--- src/sv/ctv_pkg.sv ---
package ctv_pkg;

  // Phases of the header value parser, one-hot coded.
  typedef enum logic [7:0] {
    PH_MEDIA       = 8'b0000_0001,
    PH_KEY_LEAD    = 8'b0000_0010,
    PH_KEY         = 8'b0000_0100,
    PH_VAL_LEAD    = 8'b0000_1000,
    PH_VAL_PLAIN   = 8'b0001_0000,
    PH_VAL_QUOTED  = 8'b0010_0000,
    PH_AFTER_QUOTE = 8'b0100_0000,
    PH_FAIL        = 8'b1000_0000
  } phase_e;

  localparam int unsigned NumMedia = 7;
  localparam int unsigned NumVal   = 2;
  localparam int unsigned StrBits  = 8 * 24;

  typedef logic [StrBits-1:0] str_t;

  // Candidate strings, right-aligned in a fixed-width word.
  localparam str_t MediaStr [NumMedia] = '{
    str_t'("text/html"), str_t'("image/png"), str_t'("image/jpeg"),
    str_t'("image/gif"), str_t'("image/bmp"), str_t'("image/x-ms-bmp"),
    str_t'("application/octet-stream")
  };
  localparam int unsigned MediaLen [NumMedia] = '{9, 9, 10, 9, 9, 14, 24};

  localparam str_t ValStr [NumVal] = '{str_t'("utf-8"), str_t'("us-ascii")};
  localparam int unsigned ValLen [NumVal] = '{5, 8};

  localparam str_t        KeyStr = str_t'("charset");
  localparam int unsigned KeyLen = 7;

  localparam logic [7:0] ChSemi  = 8'h3B;
  localparam logic [7:0] ChEq    = 8'h3D;
  localparam logic [7:0] ChQuote = 8'h22;
  localparam logic [7:0] ChSpace = 8'h20;
  localparam logic [7:0] ChTab   = 8'h09;

  typedef logic [4:0] pos_t;
  localparam pos_t PosMax = 5'd31;

  // Character of a string at a position; zero past its end.
  function automatic logic [7:0] str_char(str_t s, int unsigned len, pos_t pos);
    logic [7:0] ch;
    ch = 8'h00;
    if (int'(pos) < len) begin
      ch = s[8*(len-1-int'(pos)) +: 8];
    end
    return ch;
  endfunction

  // Lower-case folding of ASCII letters.
  function automatic logic [7:0] fold(logic [7:0] c);
    logic [7:0] r;
    r = c;
    if (c >= 8'h41 && c <= 8'h5A) begin
      r = c + 8'd32;
    end
    return r;
  endfunction

  function automatic logic [NumMedia-1:0] media_hit(logic [7:0] fc, pos_t pos);
    logic [NumMedia-1:0] h;
    for (int i = 0; i < NumMedia; i++) begin
      h[i] = (fc == str_char(MediaStr[i], MediaLen[i], pos));
    end
    return h;
  endfunction

  function automatic logic [NumMedia-1:0] media_end(pos_t pos);
    logic [NumMedia-1:0] h;
    for (int i = 0; i < NumMedia; i++) begin
      h[i] = (int'(pos) == MediaLen[i]);
    end
    return h;
  endfunction

  function automatic logic [NumVal-1:0] val_hit(logic [7:0] fc, pos_t pos);
    logic [NumVal-1:0] h;
    for (int i = 0; i < NumVal; i++) begin
      h[i] = (fc == str_char(ValStr[i], ValLen[i], pos));
    end
    return h;
  endfunction

  function automatic logic [NumVal-1:0] val_end(pos_t pos);
    logic [NumVal-1:0] h;
    for (int i = 0; i < NumVal; i++) begin
      h[i] = (int'(pos) == ValLen[i]);
    end
    return h;
  endfunction

endpackage

--- src/sv/content_type_validator.sv ---
// Content-Type checker. Header value bytes enter one per request on the input
// channel; a zero byte ends the value and produces exactly one output request
// carrying supported_o, after which the parser starts fresh. Other bytes produce
// no output. With image_mode_i set on the terminating byte, the media type must
// be one of the image or octet-stream types; otherwise it must be text/html with
// well-formed parameters and at most one charset of utf-8 or us-ascii. An empty
// value is accepted. The block takes one byte per cycle: each byte is captured
// in an input register and parsed by one pass of small compare logic, and the
// verdict of a zero byte is written to an output register as the byte leaves the
// input register. Only a zero byte can wait, and only while an earlier verdict
// is still stalled in the output register.
module content_type_validator (
  input  logic       clk_i,
  input  logic       rst_ni,
  input  logic       in_valid_i,
  output logic       in_stall_o,
  input  logic [7:0] character_i,
  input  logic       image_mode_i,
  output logic       out_valid_o,
  input  logic       out_stall_i,
  output logic       supported_o
);

  // Input register.
  logic       in_valid_q;
  logic [7:0] char_q;
  logic       mode_q;

  // Parser state.
  ctv_pkg::phase_e             phase_q, phase_d;
  ctv_pkg::pos_t               pos_q, pos_d;
  logic [ctv_pkg::NumMedia-1:0] mask_q, mask_d;
  logic                        pend_q, pend_d;
  logic                        key_cs_q, key_cs_d;
  logic                        cs_seen_q, cs_seen_d;
  logic                        start_q, start_d;

  // Output register.
  logic out_valid_q;
  logic supported_q;

  logic is_end, out_free, go, in_acc;
  logic blank, semi, eq, quote;
  logic [7:0] fc;
  logic lead;
  ctv_pkg::pos_t scan_pos, pos_inc;
  logic scan_pend;
  logic [ctv_pkg::NumMedia-1:0] m_hit, m_close_vec;
  logic [1:0] media_close;
  logic [ctv_pkg::NumVal-1:0] v_mask, v_hit, v_step, v_fin;
  logic close_ok, key_hit;
  logic end_ok, verdict;

  // Handshake: nonzero bytes always proceed, a zero byte needs the output slot.
  assign is_end   = (char_q == 8'h00);
  assign out_free = !out_valid_q || !out_stall_i;
  assign go       = in_valid_q && (!is_end || out_free);
  assign in_stall_o = in_valid_q && !go;
  assign in_acc   = in_valid_i && !in_stall_o;

  always_ff @(posedge clk_i or negedge rst_ni) begin
    if (!rst_ni) begin
      in_valid_q <= 1'b0;
    end else if (in_acc) begin
      in_valid_q <= 1'b1;
    end else if (go) begin
      in_valid_q <= 1'b0;
    end
  end

  always_ff @(posedge clk_i) begin
    if (in_acc) begin
      char_q <= character_i;
      mode_q <= image_mode_i;
    end
  end

  // Byte classification and candidate comparisons.
  assign fc    = ctv_pkg::fold(char_q);
  assign blank = (char_q == ctv_pkg::ChSpace) || (char_q == ctv_pkg::ChTab);
  assign semi  = (char_q == ctv_pkg::ChSemi);
  assign eq    = (char_q == ctv_pkg::ChEq);
  assign quote = (char_q == ctv_pkg::ChQuote);

  // Lead phases start a new token at position zero.
  assign lead      = (phase_q == ctv_pkg::PH_KEY_LEAD) || (phase_q == ctv_pkg::PH_VAL_LEAD);
  assign scan_pos  = lead ? '0 : pos_q;
  assign scan_pend = lead ? 1'b0 : pend_q;
  assign pos_inc   = (scan_pos == ctv_pkg::PosMax) ? scan_pos : scan_pos + 5'd1;

  assign m_hit       = ctv_pkg::media_hit(fc, scan_pos);
  assign m_close_vec = mask_q & ctv_pkg::media_end(pos_q);
  assign media_close = {|m_close_vec[ctv_pkg::NumMedia-1:1], m_close_vec[0]};

  assign v_mask = (phase_q == ctv_pkg::PH_VAL_LEAD) ? 2'b11 : mask_q[3:2];
  assign v_hit  = ctv_pkg::val_hit(fc, scan_pos);
  assign v_step = scan_pend ? 2'b00 : (v_mask & v_hit);
  assign v_fin  = v_mask & ctv_pkg::val_end(scan_pos);
  assign close_ok = !key_cs_q || (!cs_seen_q && (|v_fin));

  assign key_hit = (fc == ctv_pkg::str_char(ctv_pkg::KeyStr, ctv_pkg::KeyLen, scan_pos));

  // Verdict for a terminating zero byte.
  always_comb begin
    end_ok = 1'b0;
    unique case (phase_q)
      ctv_pkg::PH_MEDIA:       end_ok = 1'b1;
      ctv_pkg::PH_VAL_LEAD:    end_ok = !key_cs_q;
      ctv_pkg::PH_VAL_PLAIN:   end_ok = close_ok;
      ctv_pkg::PH_AFTER_QUOTE: end_ok = 1'b1;
      default:                 end_ok = 1'b0;
    endcase
    if (start_q) begin
      verdict = 1'b1;
    end else if (mode_q) begin
      verdict = (phase_q == ctv_pkg::PH_MEDIA) ? media_close[1] : mask_q[1];
    end else begin
      verdict = ((phase_q == ctv_pkg::PH_MEDIA) ? media_close[0] : mask_q[0]) && end_ok;
    end
  end

  // Next parser state for a nonzero byte.
  always_comb begin
    phase_d   = phase_q;
    pos_d     = pos_q;
    mask_d    = mask_q;
    pend_d    = pend_q;
    key_cs_d  = key_cs_q;
    cs_seen_d = cs_seen_q;
    start_d   = 1'b0;
    unique case (phase_q)
      ctv_pkg::PH_MEDIA: begin
        if (semi) begin
          mask_d  = {5'b0, media_close};
          pos_d   = '0;
          pend_d  = 1'b0;
          phase_d = ctv_pkg::PH_KEY_LEAD;
        end else if (blank) begin
          pend_d = 1'b1;
        end else begin
          mask_d = pend_q ? '0 : (mask_q & m_hit);
          pos_d  = pos_inc;
        end
      end
      ctv_pkg::PH_KEY_LEAD: begin
        if (blank) begin
          phase_d = phase_q;
        end else if (eq) begin
          key_cs_d = 1'b0;
          phase_d  = ctv_pkg::PH_VAL_LEAD;
        end else if (semi) begin
          phase_d = ctv_pkg::PH_FAIL;
        end else begin
          pend_d   = 1'b0;
          pos_d    = pos_inc;
          key_cs_d = key_hit;
          phase_d  = ctv_pkg::PH_KEY;
        end
      end
      ctv_pkg::PH_KEY: begin
        if (eq) begin
          key_cs_d = key_cs_q && (pos_q == 5'(ctv_pkg::KeyLen));
          phase_d  = ctv_pkg::PH_VAL_LEAD;
        end else if (semi) begin
          phase_d = ctv_pkg::PH_FAIL;
        end else if (blank) begin
          pend_d = 1'b1;
        end else begin
          key_cs_d = !pend_q && key_cs_q && key_hit;
          pos_d    = pos_inc;
        end
      end
      ctv_pkg::PH_VAL_LEAD: begin
        if (!blank) begin
          pend_d = 1'b0;
          if (quote) begin
            mask_d[3:2] = 2'b11;
            pos_d       = '0;
            phase_d     = ctv_pkg::PH_VAL_QUOTED;
          end else if (semi) begin
            mask_d[3:2] = 2'b00;
            pos_d       = '0;
            cs_seen_d   = cs_seen_q || key_cs_q;
            phase_d     = close_ok ? ctv_pkg::PH_KEY_LEAD : ctv_pkg::PH_FAIL;
          end else begin
            mask_d[3:2] = v_step;
            pos_d       = pos_inc;
            phase_d     = ctv_pkg::PH_VAL_PLAIN;
          end
        end
      end
      ctv_pkg::PH_VAL_PLAIN: begin
        if (semi) begin
          mask_d[3:2] = 2'b00;
          cs_seen_d   = cs_seen_q || key_cs_q;
          phase_d     = close_ok ? ctv_pkg::PH_KEY_LEAD : ctv_pkg::PH_FAIL;
        end else if (blank) begin
          pend_d = 1'b1;
        end else begin
          mask_d[3:2] = v_step;
          pos_d       = pos_inc;
        end
      end
      ctv_pkg::PH_VAL_QUOTED: begin
        if (quote) begin
          mask_d[3:2] = 2'b00;
          cs_seen_d   = cs_seen_q || key_cs_q;
          phase_d     = close_ok ? ctv_pkg::PH_AFTER_QUOTE : ctv_pkg::PH_FAIL;
        end else begin
          mask_d[3:2] = v_step;
          pos_d       = pos_inc;
        end
      end
      ctv_pkg::PH_AFTER_QUOTE: begin
        if (!blank) begin
          phase_d = semi ? ctv_pkg::PH_KEY_LEAD : ctv_pkg::PH_FAIL;
        end
      end
      default: begin
        phase_d = ctv_pkg::PH_FAIL;
      end
    endcase
  end

  // Parser state registers; a zero byte returns everything to reset.
  always_ff @(posedge clk_i or negedge rst_ni) begin
    if (!rst_ni) begin
      phase_q   <= ctv_pkg::PH_MEDIA;
      pos_q     <= '0;
      mask_q    <= '1;
      pend_q    <= 1'b0;
      key_cs_q  <= 1'b0;
      cs_seen_q <= 1'b0;
      start_q   <= 1'b1;
    end else if (go) begin
      if (is_end) begin
        phase_q   <= ctv_pkg::PH_MEDIA;
        pos_q     <= '0;
        mask_q    <= '1;
        pend_q    <= 1'b0;
        key_cs_q  <= 1'b0;
        cs_seen_q <= 1'b0;
        start_q   <= 1'b1;
      end else begin
        phase_q   <= phase_d;
        pos_q     <= pos_d;
        mask_q    <= mask_d;
        pend_q    <= pend_d;
        key_cs_q  <= key_cs_d;
        cs_seen_q <= cs_seen_d;
        start_q   <= start_d;
      end
    end
  end

  // Output register holding the verdict until it is taken.
  always_ff @(posedge clk_i or negedge rst_ni) begin
    if (!rst_ni) begin
      out_valid_q <= 1'b0;
    end else if (go && is_end) begin
      out_valid_q <= 1'b1;
    end else if (!out_stall_i) begin
      out_valid_q <= 1'b0;
    end
  end

  always_ff @(posedge clk_i) begin
    if (go && is_end) begin
      supported_q <= verdict;
    end
  end

  assign out_valid_o = out_valid_q;
  assign supported_o = supported_q;

endmodule

--- config.mk ---
export PLATFORM = sky130hd
export DESIGN_NAME = content_type_validator
export DESIGN_NICKNAME = d
export VERILOG_FILES = /design/src/sv/ctv_pkg.sv /design/src/sv/content_type_validator.sv
export SDC_FILE = /design/constraint.sdc
export NUM_CORES = 1
export LEC_CHECK = 0
export ABC_CLOCK_PERIOD_IN_PS = 7920
export BUFFER_PORTS_ARGS = -buffer_cell sky130_fd_sc_hd__buf_2
export CAP_MARGIN = 20
export CORE_MARGIN = 2
export CORE_UTILIZATION = 40
export CTS_BUF_LIST = sky130_fd_sc_hd__clkbuf_2 sky130_fd_sc_hd__clkbuf_4 sky130_fd_sc_hd__clkbuf_8
export DETAILED_ROUTE_END_ITERATION = 10
export PLACE_DENSITY_LB_ADDON = 0.1
export SLEW_MARGIN = 20
export SYNTH_ARGS = -nofsm -noshare
export SYNTH_HDL_FRONTEND = slang
export SYNTH_SLANG_ARGS = --single-unit
--- constraint.sdc ---
create_clock -name clk_i -period 7.92 [get_ports clk_i]
set_input_delay 0.792 -clock clk_i [delete_from_list [all_inputs] [get_ports clk_i]]
set_output_delay 0.792 -clock clk_i [all_outputs]
set_load 0.005 [all_outputs]
==> flow_summary.ini <==
[timing]
timing_hold_violations_final = 0
setup_violations = 0
whs_ps = 504
rsz0062_at_grt = no
fin_crit_sh = 0.626
finalSetupTns_ps = 0
relSlewSlack = 0.218
drv_slew = 0
min_period_ps = 4960
tightest_slew_ps = 1170
fmax_mhz = 202
clock_skew_ps = 16.4

[final_layout]
area_growth_pct = 3.30
drive_gt1_frac = 0.106
num-fill-cells = 1464
multi_input_area_mm2 = 0.00439
n_antenna_cell = 0
final_nets = 799
fin_cells = 954
seqCellArea_um2 = 962

[power]
power_density_mw_per_mm2 = 139
irDropWorstVdd_v = 0.0000927
p_leak_nw = 2.17
power_w = 0.000831

[cts]
cts_resized = 0
root_buffer = clkbuf_8
cts_buffers = 5
clkTransAtPathRegs_ps = 100
insertion_delay_ps = 320
hold_buffers = 0
cts_tree = done
cts_buffer_depth = 2
clock-sinks = 36
cts_max_level = 2
post-cts-setup-buffer-count = 0

[critical_path]
worst_r2r_path_depth = 11
cp_common_cell = a2111oi_0
r2r-start = phase_q[2]$_DFFE_PN0P_
cp_max_fo = 19
worst-path-buf-inv = 0
r2r_end = mask_q[2]$_DFFE_PN1P_
crit_family = compound AO/OA/AOI/OAI gates
cp.required_ps = 8150
worstPathCellList = or4_4 -> o31ai_4 -> ha_1 -> nor2b_1 -> a211o_1 -> a31oi_1 -> a2111oi_0 -> nand2_1 -> a2111oi_0 -> o221ai_1 -> a32oi_1
crit_path_start_kind = flop
cp_slowest_cell = or4_4
worstPathArrival_ps = 5190
ff2ff_setup_slack_ps = 2960
worstSetupEndpointType = flop
path_class = reg2reg
slowest_delay_ps = 730

[yosys]
synth-seq-cells = 36
syn_nets = 835
ys_dominant_reg_cell = dfrtp_1
synth_warnings = 0
yosys.cell_count.top_type = nand2_1
synth.top_cell.area_share = 0.0737
yosysTopAreaCell = dfrtp_1
synth_edf_count = 10
syn_area_mm2 = 0.00577
synthCells = 809
async_flop_share = 0.722
ys_seq_area_frac = 0.167
avgSynthCellArea_um2 = 7.13
yosysUniqueCellTypes = 90
synth_common_cells = nand2_1, nor2_1, o21ai_0
synth_top_cells_by_area = dfrtp_1, nand2_1, edfxtp_1

[run]
cap_violations = 0

[die]
row_count = 43
core_mm2 = 0.0140
die_w_um = 124
io_pins = 16
initial_core_util = 0.412
die_area_mm2 = 0.0154
die_h_um = 124

[grt]
grt_util_all_layers = 0.321
grt_pass1_vias = 6229
antenna_found_initial = 0
grt_pass1_wl_mm = 37.2
grt_start_max_net_pins = 39
grt-ovfl-total = 0

[placed_design]
port_buffers = 15
hpwl_mm = 17.1
gp_congestion = 1.04
placedCellCount = 945

[route]
num_vias = 6773
viasPerCell = 7.10
dr.first_iter.drc_count = 901
wl_mm = 24.3
drc = 0
ant_nets = 0
wl_per_cell_um = 25.4
dr.pass1.iters = 6

[hold_path]
min_path_type = in2async

[run_status]
outcome = completed
[report_power, final]
| group | internal (W) | switching (W) |
|---|---|---|
| clock network | 0.0000626 | 0.0000833 |
| registers | 0.000205 | 0.0000295 |
| logic | 0.000160 | 0.000290 |
| total | 0.000428 | 0.000403 |
[area by class of cell]
class,count,share of cell area
repair buffers,31,0.0328
flip-flops and latches,36,0.161
inverters,26,0.0164
multi-input cells,673,0.737
well taps,180,0.0378
clock buffers,5,0.0115
clock inverters,3,0.00357
[stage by stage]
stage	cell area, µm²	setup slack [ps]	util
CTS	5950	3020	0.425
finish	5960	2960	0.426
global route	5960	2570	0.426
detailed placement	5860	3090	0.419
floorplan	5770	3930	-
global placement	5860	3200	0.419
[metal layers]
layer,vias up,track usage,wire [µm]
li1,3025,-,-
met2,478,0.484,10700
met3,90,0.0495,2290
met4,0,0.181,1330
met1,3180,0.434,9930
met5,-,0,0
[layout by cell type, fill, tap and decap left out, drive strengths merged, types with 9 or more instances in the layout]
master,instances
nor2,64
dfstp,9
nor3b,10
a21o,9
a211oi,11
nor2b,10
nor3,24
nand2b,9
a31oi,20
inv,22
ha,13
o211ai,14
xor2,10
o21ai,61
nor4,16
buf,30
mux2i,10
xnor2,27
nand4,23
and3,11
edfxtp,10
and2,11
nand3,20
o31ai,22
nand2,87
a21oi,46
dfrtp,17
or2,9
[worst register-to-register path, stage by stage, from the launching register on]
cell       delay, ps
dfrtp_1          450
or4_4            730
o31ai_4          430
ha_1             730
nor2b_1          690
a211o_1          230
a31oi_1           90
a2111oi_0        520
nand2_1          100
a2111oi_0        480
o221ai_1         200
a32oi_1          250
[flip-flops by register name, indices dropped and copies added, names as in the netlist]
register and count:
char_q 8, phase_q 8, supported_o 1, mode_q 1, out_valid_o 1, mask_q 7
key_cs_q 1, in_valid_q 1, pos_q 5, cs_seen_q 1, pend_q 1, start_q 1
[logic make-up (layout without fill, tap and decap cells)]
group	Yosys count	after routing	synth area share
xor+xnor	37	37	0.0575
simple gates	326	326	0.296
flops	36	36	0.167
mux	12	12	0.0213
buf+inv	100	65	0.0735
compound gates	285	285	0.357
fa+ha+maj	13	13	0.0282
[worst max path at each step]
| stage | start | to | slack [ps] | cells after the start |
|---|---|---|---|---|
| floorplan | phase_q[3]$_DFFE_PN0P_ | mask_q[2]$_DFFE_PN1P_ | 3930 | 17 |
| global placement | phase_q[2]$_DFFE_PN0P_ | mask_q[2]$_DFFE_PN1P_ | 3200 | 11 |
| detailed placement | phase_q[2]$_DFFE_PN0P_ | mask_q[2]$_DFFE_PN1P_ | 3090 | 11 |
| CTS | phase_q[2]$_DFFE_PN0P_ | mask_q[2]$_DFFE_PN1P_ | 3020 | 11 |
| global route | phase_q[2]$_DFFE_PN0P_ | mask_q[2]$_DFFE_PN1P_ | 2570 | 11 |
| finish | phase_q[2]$_DFFE_PN0P_ | mask_q[2]$_DFFE_PN1P_ | 2960 | 11 |
Power figures use the tool's default switching activity.
